--- config.mk ---
export PLATFORM = sky130hd
export DESIGN_NAME = eased_alpha_fade
export DESIGN_NICKNAME = d
export VERILOG_FILES = /design/src/rtl/eaf_pkg.sv /design/src/rtl/eaf_ctrl.sv /design/src/rtl/eaf_datapath.sv /design/src/rtl/eased_alpha_fade.sv
export SDC_FILE = /design/constraint.sdc
export NUM_CORES = 1
export LEC_CHECK = 0
export ABC_AREA = 1
export ABC_CLOCK_PERIOD_IN_PS = 14900
export BUFFER_PORTS_ARGS = -buffer_cell sky130_fd_sc_hd__buf_2
export CAP_MARGIN = 20
export CORE_ASPECT_RATIO = 1.2
export CORE_MARGIN = 1
export CORE_UTILIZATION = 35
export DETAILED_ROUTE_END_ITERATION = 16
export GPL_TIMING_DRIVEN = 0
export PLACE_DENSITY = 0.57
export SETUP_SLACK_MARGIN = 0.3
export SYNTH_ARGS = -nofsm -noshare
export SYNTH_HDL_FRONTEND = slang
export SYNTH_HIERARCHICAL = 1
export SYNTH_SLANG_ARGS = --single-unit
--- constraint.sdc ---
create_clock -name clk -period 14.9 [get_ports clk]
set_input_delay 4.47 -clock clk [delete_from_list [all_inputs] [get_ports clk]]
set_output_delay 4.47 -clock clk [all_outputs]
set_load 0.05 [all_outputs]
--- src/rtl/eaf_pkg.sv ---
// Package for the eased alpha fade block: widths, register indexes, curve codes
// and the command/status structs that pass between controller and datapath.
// No dependencies.
package eaf_pkg;

	// elapsed-time accumulator width
	localparam int TIME_BITS = 16;
	localparam int WIDE_W    = (TIME_BITS > 16) ? TIME_BITS : 16;
	localparam int SUM_W     = WIDE_W + 1;
	localparam logic [TIME_BITS-1:0] TIME_MAX = '1;

	// quotient bits of u = elapsed * 2^16 / duration
	localparam int U_BITS   = 16;
	localparam int CNT_BITS = $clog2(U_BITS);
	localparam logic [CNT_BITS-1:0] CNT_LAST = CNT_BITS'(U_BITS - 1);

	typedef enum logic [1:0] {
		CFG_CURVE_MODE    = 2'd0,
		CFG_START_LEVEL   = 2'd1,
		CFG_END_LEVEL     = 2'd2,
		CFG_FADE_DURATION = 2'd3
	} eaf_cfg_idx_t;

	typedef enum logic [1:0] {
		CURVE_LINEAR   = 2'd0,
		CURVE_EASE_IN  = 2'd1,
		CURVE_EASE_OUT = 2'd2,
		CURVE_IN_OUT   = 2'd3
	} eaf_curve_t;

	typedef struct packed {
		logic accept;     // add tick to elapsed time
		logic check;      // latch done, load divider
		logic div_step;   // one quotient bit
		logic ease_mul;   // square u (or its complement)
		logic ease;       // form the eased value
		logic scale;      // eased value times level span
		logic result;     // load the output register
	} eaf_cmd_t;

	typedef struct packed {
		logic fade_over;  // done already, or elapsed reached duration
	} eaf_stat_t;

endpackage

--- src/rtl/eaf_ctrl.sv ---
// Controller state machine of the eased alpha fade block.
// Sequences accumulate, divide, ease and scale; owns the output valid.
// Depends on eaf_pkg.
module eaf_ctrl import eaf_pkg::*; (
	input  logic      clk,
	input  logic      arst_n,
	input  logic      tick_valid,
	output logic      tick_stall,
	output logic      result_valid,
	input  logic      result_stall,
	input  eaf_stat_t stat,
	output eaf_cmd_t  cmd
);

	typedef enum logic [2:0] {
		ST_IDLE,
		ST_CHECK,
		ST_DIV,
		ST_EASE_MUL,
		ST_EASE,
		ST_SCALE,
		ST_RESULT
	} state_t;

	state_t              state_q;
	logic [CNT_BITS-1:0] cnt_q;
	logic                valid_q;
	logic                out_free;

	assign out_free     = !valid_q || !result_stall;
	assign tick_stall   = (state_q != ST_IDLE);
	assign result_valid = valid_q;

	always_comb begin
		cmd          = '0;
		cmd.accept   = (state_q == ST_IDLE) && tick_valid;
		cmd.check    = (state_q == ST_CHECK);
		cmd.div_step = (state_q == ST_DIV);
		cmd.ease_mul = (state_q == ST_EASE_MUL);
		cmd.ease     = (state_q == ST_EASE);
		cmd.scale    = (state_q == ST_SCALE);
		cmd.result   = (state_q == ST_RESULT) && out_free;
	end

	always_ff @(posedge clk or negedge arst_n) begin
		if (!arst_n) begin
			state_q <= ST_IDLE;
			cnt_q   <= '0;
			valid_q <= 1'b0;
		end else begin
			if (cmd.result)
				valid_q <= 1'b1;
			else if (!result_stall)
				valid_q <= 1'b0;

			unique case (state_q)
				ST_IDLE: begin
					if (tick_valid)
						state_q <= ST_CHECK;
				end
				ST_CHECK: begin
					cnt_q <= '0;
					if (stat.fade_over)
						state_q <= ST_RESULT;
					else
						state_q <= ST_DIV;
				end
				ST_DIV: begin
					cnt_q <= cnt_q + 1'b1;
					if (cnt_q == CNT_LAST)
						state_q <= ST_EASE_MUL;
				end
				ST_EASE_MUL: state_q <= ST_EASE;
				ST_EASE:     state_q <= ST_SCALE;
				ST_SCALE:    state_q <= ST_RESULT;
				ST_RESULT: begin
					if (out_free)
						state_q <= ST_IDLE;
				end
				default: state_q <= ST_IDLE;
			endcase
		end
	end

endmodule

--- src/rtl/eaf_datapath.sv ---
// Datapath of the eased alpha fade block: config registers, elapsed-time
// accumulator, restoring divider, shared 16x16 multiplier and output register.
// Depends on eaf_pkg.
module eaf_datapath import eaf_pkg::*; (
	input  logic        clk,
	input  logic        arst_n,
	input  logic        cfg_write,
	input  logic [1:0]  cfg_index,
	input  logic [15:0] cfg_data,
	input  logic [15:0] tick_time,
	input  eaf_cmd_t    cmd,
	output eaf_stat_t   stat,
	output logic [7:0]  alpha_out,
	output logic        fade_done
);

	// config
	logic [1:0]  curve_mode_q;
	logic [7:0]  start_level_q;
	logic [7:0]  end_level_q;
	logic [15:0] fade_duration_q;

	// state
	logic [TIME_BITS-1:0] elapsed_q;
	logic                 done_q;

	// work registers
	logic [15:0] rem_q;
	logic [15:0] quo_q;
	logic [31:0] prod_q;
	logic [15:0] ease_q;
	logic [7:0]  alpha_q;
	logic        fade_done_q;

	logic [SUM_W-1:0]  sum;
	logic [WIDE_W-1:0] elapsed_wide;
	logic [WIDE_W-1:0] dur_wide;
	logic [16:0]       rem_dbl;
	logic              q_bit;
	logic [16:0]       v_full;
	logic [15:0]       sq_op;
	logic [15:0]       mul_a;
	logic [15:0]       mul_b;
	logic              ascending;
	logic [7:0]        span;
	logic [32:0]       out_diff;
	logic [32:0]       in_out_hi;
	logic [15:0]       ease_val;
	logic [24:0]       drop_sum;
	logic [7:0]        alpha_calc;

	assign sum          = SUM_W'(elapsed_q) + SUM_W'(tick_time);
	assign elapsed_wide = WIDE_W'(elapsed_q);
	assign dur_wide     = WIDE_W'(fade_duration_q);
	assign stat.fade_over = done_q || (elapsed_wide >= dur_wide);

	// restoring divider step; remainder stays below the duration
	assign rem_dbl = {rem_q, 1'b0};
	assign q_bit   = (rem_dbl >= {1'b0, fade_duration_q});

	// ease-in-out upper half works on v = 1 - u, at most one half
	assign v_full = 17'h10000 - {1'b0, quo_q};
	assign sq_op  = (curve_mode_q == CURVE_IN_OUT && quo_q[15]) ? v_full[15:0] : quo_q;

	assign ascending = (end_level_q >= start_level_q);
	assign span      = ascending ? (end_level_q - start_level_q) : (start_level_q - end_level_q);

	always_comb begin
		if (cmd.scale) begin
			mul_a = ease_q;
			mul_b = {8'd0, span};
		end else begin
			mul_a = sq_op;
			mul_b = sq_op;
		end
	end

	// u*(2 - u) = 2u - u^2; 1 - 2v^2 for the upper half of ease-in-out
	assign out_diff  = {quo_q, 17'd0} - {1'b0, prod_q};
	assign in_out_hi = 33'h1_0000_0000 - {prod_q, 1'b0};

	always_comb begin
		unique case (curve_mode_q)
			CURVE_LINEAR:   ease_val = quo_q;
			CURVE_EASE_IN:  ease_val = prod_q[31:16];
			CURVE_EASE_OUT: ease_val = out_diff[31:16];
			CURVE_IN_OUT:   ease_val = quo_q[15] ? in_out_hi[31:16] : prod_q[30:15];
			default:        ease_val = quo_q;
		endcase
	end

	// descending fade rounds the drop up so the floor goes toward minus infinity
	assign drop_sum = {1'b0, prod_q[23:0]} + 25'd65535;

	always_comb begin
		if (done_q)
			alpha_calc = end_level_q;
		else if (ascending)
			alpha_calc = start_level_q + prod_q[23:16];
		else
			alpha_calc = start_level_q - drop_sum[23:16];
	end

	always_ff @(posedge clk or negedge arst_n) begin
		if (!arst_n) begin
			curve_mode_q    <= CURVE_LINEAR;
			start_level_q   <= 8'd0;
			end_level_q     <= 8'd255;
			fade_duration_q <= 16'd1000;
			elapsed_q       <= '0;
			done_q          <= 1'b0;
		end else begin
			if (cfg_write) begin
				unique case (cfg_index)
					CFG_CURVE_MODE:    curve_mode_q    <= cfg_data[1:0];
					CFG_START_LEVEL:   start_level_q   <= cfg_data[7:0];
					CFG_END_LEVEL:     end_level_q     <= cfg_data[7:0];
					CFG_FADE_DURATION: fade_duration_q <= cfg_data;
					default: ;
				endcase
			end
			if (cmd.accept) begin
				if (sum > SUM_W'(TIME_MAX))
					elapsed_q <= TIME_MAX;
				else
					elapsed_q <= sum[TIME_BITS-1:0];
			end
			if (cmd.check && stat.fade_over)
				done_q <= 1'b1;
		end
	end

	always_ff @(posedge clk) begin
		if (cmd.check) begin
			rem_q <= elapsed_wide[15:0];
			quo_q <= '0;
		end
		if (cmd.div_step) begin
			rem_q <= q_bit ? 16'(rem_dbl - {1'b0, fade_duration_q}) : rem_dbl[15:0];
			quo_q <= {quo_q[14:0], q_bit};
		end
		if (cmd.ease_mul || cmd.scale)
			prod_q <= mul_a * mul_b;
		if (cmd.ease)
			ease_q <= ease_val;
		if (cmd.result) begin
			alpha_q     <= alpha_calc;
			fade_done_q <= done_q;
		end
	end

	assign alpha_out = alpha_q;
	assign fade_done = fade_done_q;

endmodule

--- src/rtl/eased_alpha_fade.sv ---
// Top level of the eased alpha fade block.
// Joins eaf_ctrl and eaf_datapath; depends on eaf_pkg.
//
// Usage:
//  - Config port: cfg_write, cfg_index, cfg_data. Index 0 curve mode,
//    1 start level, 2 end level, 3 fade duration. Write only while idle.
//  - Tick channel: tick_valid / tick_stall carrying tick_time. A transfer
//    happens on a rising edge with valid high and stall low.
//  - Result channel: result_valid / result_stall carrying alpha_out and
//    fade_done; one result per tick.
//  - Sequence: from tick transfer to result valid the controller runs
//    check, 16 divider steps, square, ease, scale and load while the fade
//    runs, or check and load once the fade is over. A new tick is taken
//    only after the load, back in idle. Most of the sequence is the
//    16-step restoring divider for elapsed/duration.
//  - The result sits in an output register, so the next tick is accepted
//    while the receiver stalls; if the previous result is still held when a
//    new one is ready, the controller waits in its load state.
//  - Reset clears elapsed time and the done flag, drops result_valid and
//    restores register defaults (linear, 0, 255, 1000). Config writes do
//    not touch elapsed time or done.
module eased_alpha_fade import eaf_pkg::*; (
	input  logic        clk,
	input  logic        arst_n,
	input  logic        cfg_write,
	input  logic [1:0]  cfg_index,
	input  logic [15:0] cfg_data,
	input  logic        tick_valid,
	output logic        tick_stall,
	input  logic [15:0] tick_time,
	output logic        result_valid,
	input  logic        result_stall,
	output logic [7:0]  alpha_out,
	output logic        fade_done
);

	eaf_cmd_t  cmd;
	eaf_stat_t stat;

	// sequencing and output valid
	eaf_ctrl u_ctrl (
		.clk          (clk),
		.arst_n       (arst_n),
		.tick_valid   (tick_valid),
		.tick_stall   (tick_stall),
		.result_valid (result_valid),
		.result_stall (result_stall),
		.stat         (stat),
		.cmd          (cmd)
	);

	// registers, divider, multiplier, output payload
	eaf_datapath u_datapath (
		.clk       (clk),
		.arst_n    (arst_n),
		.cfg_write (cfg_write),
		.cfg_index (cfg_index),
		.cfg_data  (cfg_data),
		.tick_time (tick_time),
		.cmd       (cmd),
		.stat      (stat),
		.alpha_out (alpha_out),
		.fade_done (fade_done)
	);

endmodule
# Word-level counts from Yosys, hierarchy flattened
# Cells that the tools add are included.
[word_totals]
ff_bits = 148
latchBits = 0
ramBits = 0
romBits = 0
wordCells = 89
n_memories = 0
[classes]
n_addsub = 11
n_mul = 1
div = 0
magnitude_cmp = 4
n_eq_ne = 17
n_shift = 0
n_mux = 22
bitwise = 0
n_reduce_logical = 19
[op_table]
columns = ["op", "count"]
rows = [
  ["$mux W16", 10],
  ["$pmux W16 S4", 1],
  ["$mul A16 B16 Y32", 1],
  ["$sub A1 B32 Y32 const A", 1],
  ["$sub A32 B32 Y32", 1],
  ["$add A24 B16 Y24 const B", 1],
  ["$mux W8", 3],
  ["$sub A8 B8 Y8", 3],
  ["$pmux W3 S7", 1],
  ["$add A16 B16 Y17", 1],
  ["$ge A17 B16 Y1", 1],
  ["$gt A17 B16 Y1 const B", 1],
  ["$ge A16 B16 Y1", 1],
  ["$sub A1 B16 Y16 const A", 1],
  ["$sub A16 B16 Y16", 1],
  ["$mux W3", 4],
  ["$eq A3 B3 Y1 const B", 3],
  ["$add A8 B8 Y8", 1],
  ["$eq A2 B2 Y1 const B", 4],
  ["$ge A8 B8 Y1", 1],
  ["$pmux W4 S2", 1],
  ["$reduce_and A2 Y1", 4],
  ["$eq A3 B2 Y1 const B", 2],
  ["$ne A2 B1 Y1 const B", 3],
  ["14 further kinds", 23],
]

# Logic depth before layout (Yosys ltp)
[logic_depth]
ltp_word = 5
depth_mapped = 39

# By module
# The synthesis kept the hierarchy.
[modules_own_cells]
columns = ["module", "instances", "cells_each", "area_per_inst_um2", "seq_area_each_um2"]
rows = [
  ["eaf_datapath", 1, 2628, 19941.6, 3966.3],
  ["eaf_ctrl", 1, 63, 457.9, 200.2],
]

# Least setup slack after synthesis
# Ideal clock, no wire load.
[synth_path]
path_type = "register to register"
from = "register u_datapath.start_level_q[1]"
to = "register u_datapath.prod_q[30] (data pin)"
setup_ns = 0.252
arrival_ns = 6.471
slack_ns = 8.177
path_stages_with_launch = 37
path_buffers = 1
synth_period_minus_slack_ns = 6.723
cell_sequence = "dfrtp_1 inv_1 fa_1 nand2_1 nand2_1 nand2_1 nand3_2 inv_2 nand2_1 nand2_1 nand2_1 nand2_2 buf_4 nor2_1 fa_1 inv_1 fa_1 inv_1 fa_1 inv_1 fa_1 inv_1 fa_1 inv_1 fa_1 inv_1 ha_1 nand2_1 nor2_1 nor2_1 nand3_1 nand2_1 nand2_1 nand3_1 nand2_1 nand2_1 nand2_1"
[synth_between]
elab_chain_cells = 4
elab_cells_between_ends = 6
[synth_lines]
columns = ["element", "line", "text"]
rows = [
  ["start: declaration", "eaf_datapath.sv:19", "logic [7:0] start_level_q;"],
  ["start signal: assignment", "eaf_datapath.sv:116", "CFG_START_LEVEL: start_level_q <= cfg_data[7:0];"],
  ["$sub A8 B8 Y8 or $ge A8 B8 Y1 (tied branches)", "eaf_datapath.sv:66, eaf_datapath.sv:65", ""],
  ["$mux W8 *", "eaf_datapath.sv:66", "assign span = ascending ? (end_level_q - start_level_q) : (start_level_q - end_level_q);"],
  ["$mux W16 *", "eaf_datapath.sv:69", "if (cmd.scale) begin"],
  ["$mul A16 B16 Y32 *", "eaf_datapath.sv:143", "prod_q <= mul_a * mul_b;"],
  ["end signal: assignment", "eaf_datapath.sv:143", ""],
  ["end: declaration", "eaf_datapath.sv:30", "logic [31:0] prod_q;"],
]
# Mark *: on every way between the ends. The rest lies on a longest branch, timed or not.
# A chain may end at the register's enable or synchronous reset.

# Final worst setup path
# Ends and elaborated chain as after synthesis.

==> impl_metrics.env <==
export IMPL_hold_class="flop to flop"
export IMPL_clockRootBuffer="clkbuf_16"
export IMPL_start_util_pct=35.5
export IMPL_final_min_clock_period_ns=7.84
export IMPL_max_slew_margin_pct=23.6
export IMPL_async_flop_share_pct=39.9
export IMPL_cts_buffer_depth=2
export IMPL_synth_edf_count=89
export IMPL_synth_seq_cells=148
export IMPL_r2r_cells=36
export IMPL_slowest_delay_ns=0.58
export IMPL_rows=96
export IMPL_portBuffers=49
export IMPL_insertion_delay_ns=0.45
export IMPL_h_tree_depth=4
export IMPL_post_cts_buffers=0
export IMPL_worst_setup_path_type="flop to flop"
export IMPL_crit_fanout=10
export IMPL_status="complete, no violations"
export IMPL_io_pins=50
export IMPL_ys_seq_area_share_pct=20.4
export IMPL_critPathArrivalTime_ns=8.04
export IMPL_clk_pin_slew_ns=0.06
export IMPL_r2r_start="u_datapath/start_level_q[1]$_DFFE_PN0P_"
export IMPL_r2r_slack_ns=7.06
export IMPL_critPathLaunch="u_datapath/start_level_q[1]$_DFFE_PN0P_"
export IMPL_rsz0062_at_grt="no"
export IMPL_hold_slack_ns=0.503
export IMPL_die_w_um=222
export IMPL_wl_per_cell_um=18.5
export IMPL_crit_path_end="u_datapath/prod_q[30]$_DFFE_PP_"
export IMPL_tightest_slew_ns=1.15
export IMPL_start_kind="flop"
export IMPL_cts_tree="done"
export IMPL_endpoint_kind="flop"
export IMPL_yosysMostFrequentCell="nand2_1"
export IMPL_finalCritPeriodShare_pct=52.6
export IMPL_ys_flop_type="edfxtp_1"
export IMPL_max_freq_mhz=128
export IMPL_crit_slowest_cell="fa_1"
export IMPL_crit_top_cell="nand2_1"
export IMPL_grt_pass1_wl_um=103000
export IMPL_place_congestion=0.942
export IMPL_maxCapViolCount=0
export IMPL_core_um2=57400
export IMPL_final_max_slew_violation_count=0
export IMPL_grt_max_degree=33
export IMPL_fin_skew_ns=0.0115
export IMPL_syn_inst=2691
export IMPL_synth_area_leaders="fa_1 20%, edfxtp_1 13%, ha_1 12%"
export IMPL_via_count=17900
export IMPL_wl_um=65100
export IMPL_synth_nets=3120
export IMPL_ant_nets=0
export IMPL_die_area_um2=59300
export IMPL_syn_to_final_growth_pct=8.84
export IMPL_ys_warn_count=6
export IMPL_grt_pass1_vias=18700
export IMPL_synth_cell_types=58
export IMPL_nNetsFinal=3190
export IMPL_cts_resized_gates=0
export IMPL_overflow=0
export IMPL_cts_buffers=17
export IMPL_place_ws_ns=7.08
export IMPL_placed_cell_area_um2=21600
export IMPL_synth_top_area_share_pct=19.5
export IMPL_antenna_found_initial=0
export IMPL_cts_hold_buf=0
export IMPL_reg2reg_to="u_datapath/prod_q[30]$_DFFE_PP_"
export IMPL_dp_hpwl_um=54800
export IMPL_syn_mean_instance_area_um2=7.58
export IMPL_worstHoldStart="u_datapath/dur_wide[6]$_DFFE_PN1P_"
export IMPL_cts_sinks=148
export IMPL_hold_viol=0
export IMPL_fin_tns_setup_ns=0
export IMPL_finalSetupViolCount=0
export IMPL_syn_cell_area_um2=20400
export IMPL_drive_above_1_share_pct=8.51
export IMPL_ys_top_cells_by_count="617 x nand2_1, 457 x inv_1, 292 x nor2_1, 199 x fa_1, 191 x ha_1"
export IMPL_num_fill_cells=6082
export IMPL_drt_iter0_drc=1053
export IMPL_firstDrtPassIters=6
export IMPL_worst_slack_ns=7.06
export IMPL_fin_area_um2=22200
export IMPL_drcViolationCount=0
export IMPL_antenna_cells=0
export IMPL_synth_top_cell_by_area="fa_1"
export IMPL_crit_required_ns=15.10
export IMPL_vias_per_cell=5.11
export IMPL_die_h_um=266
export IMPL_grtUsageTotal_pct=22.6
## layout make-up
type / instances / area (um2) / share of cell area [%]
buffer: 54 / 285 / 1.28
clock buffer: 20 / 500 / 2.25
clock inverter: 12 / 108 / 0.485
inverter: 496 / 1870 / 8.44
multi-input combinational: 1993 / 14100 / 63.4
sequential: 148 / 4170 / 18.8
tap: 735 / 920 / 4.14
timing repair buffer: 51 / 277 / 1.25
## sequential cells by signal, indices dropped and copies added (netlist names)
register                  count
u_datapath/dur_wide          16
u_ctrl/cnt_q                  4
u_datapath/ease_q            16
u_ctrl/result_valid           1
u_datapath/elapsed_q         16
u_datapath/done_q             1
u_datapath/start_level_q      8
u_datapath/alpha_out          8
u_datapath/fade_done          1
u_datapath/prod_q            32
u_datapath/rem_q             16
u_datapath/curve_mode_q       2
u_datapath/end_level_q        8
u_datapath/quo_q             16
u_ctrl/state_q                3
## cells by family after synthesis
| group | synth area share, % |
|---|---|
| adders and majority gates | 31.2 |
| DFF | 20.4 |
| buffers and inverters | 10.6 |
| AOI/OAI and AO/OA | 8.32 |
| xor gates and xnor gates | 2.53 |
| and+or+nand+nor | 26.9 |
## per-layer routing
layer  vias up  global-route usage [%]  share of wire [%]  routed length, um
met5         -                       0                  0                  0
met4         0                    12.7                5.7               3710
met3       151                    1.62                3.1               2030
met2       492                    40.3                 49              32200
met1      8595                    27.1                 42              27100
li1       8682                       -                  -                  -
## how the worst min path moves through the flow
stage / end / depth (start not counted)
after floorplan: u_datapath/dur_wide[2]$_DFFE_PN0P_ / 2
after global placement: u_datapath/dur_wide[4]$_DFFE_PN0P_ / 2
after detailed placement: u_datapath/dur_wide[4]$_DFFE_PN0P_ / 2
after CTS: u_datapath/dur_wide[6]$_DFFE_PN1P_ / 2
after global routing: u_datapath/dur_wide[7]$_DFFE_PN1P_ / 2
final: u_datapath/dur_wide[6]$_DFFE_PN1P_ / 2
## cell usage in the layout (no fill, tap or decap), types with 8 or more instances in the layout
| cell type | n |
|---|---|
| nand2_1 | 617 |
| inv_1 | 457 |
| nor2_1 | 292 |
| fa_1 | 199 |
| ha_1 | 191 |
| nand3_1 | 171 |
| a21oi_1 | 122 |
| o21ai_0 | 108 |
| edfxtp_1 | 89 |
| buf_2 | 70 |
| dfrtp_1 | 45 |
| nand4_1 | 37 |
| inv_2 | 33 |
| xor2_1 | 33 |
| nand3b_1 | 30 |
| nor3_1 | 29 |
| xnor2_1 | 26 |
| clkbuf_16 | 20 |
| clkbuf_1 | 20 |
| dfstp_2 | 14 |
| nand2_2 | 13 |
| nand3_2 | 12 |
| nor2_2 | 8 |
| a21o_1 | 8 |
| o21a_1 | 8 |
| or2_2 | 8 |
## worst max-delay path: cells and delay by family, from the launching register on
kind | cells | cell delay (ns)
simple gates | 19 | 2.13
flops | 1 | 0.52
buf+inv | 9 | 0.90
fa+ha+maj | 8 | 4.03
## metrics by stage
stage	utilization, %	instances
after CTS	38.7	3509
after floorplan	-	2691
after global routing	38.7	3509
after global placement	37.6	3475
final	38.7	3509
after detailed placement	37.6	3477
Power is not shown: default switching activity piles up to over one toggle a cycle in this logic, so the estimate is an artifact.
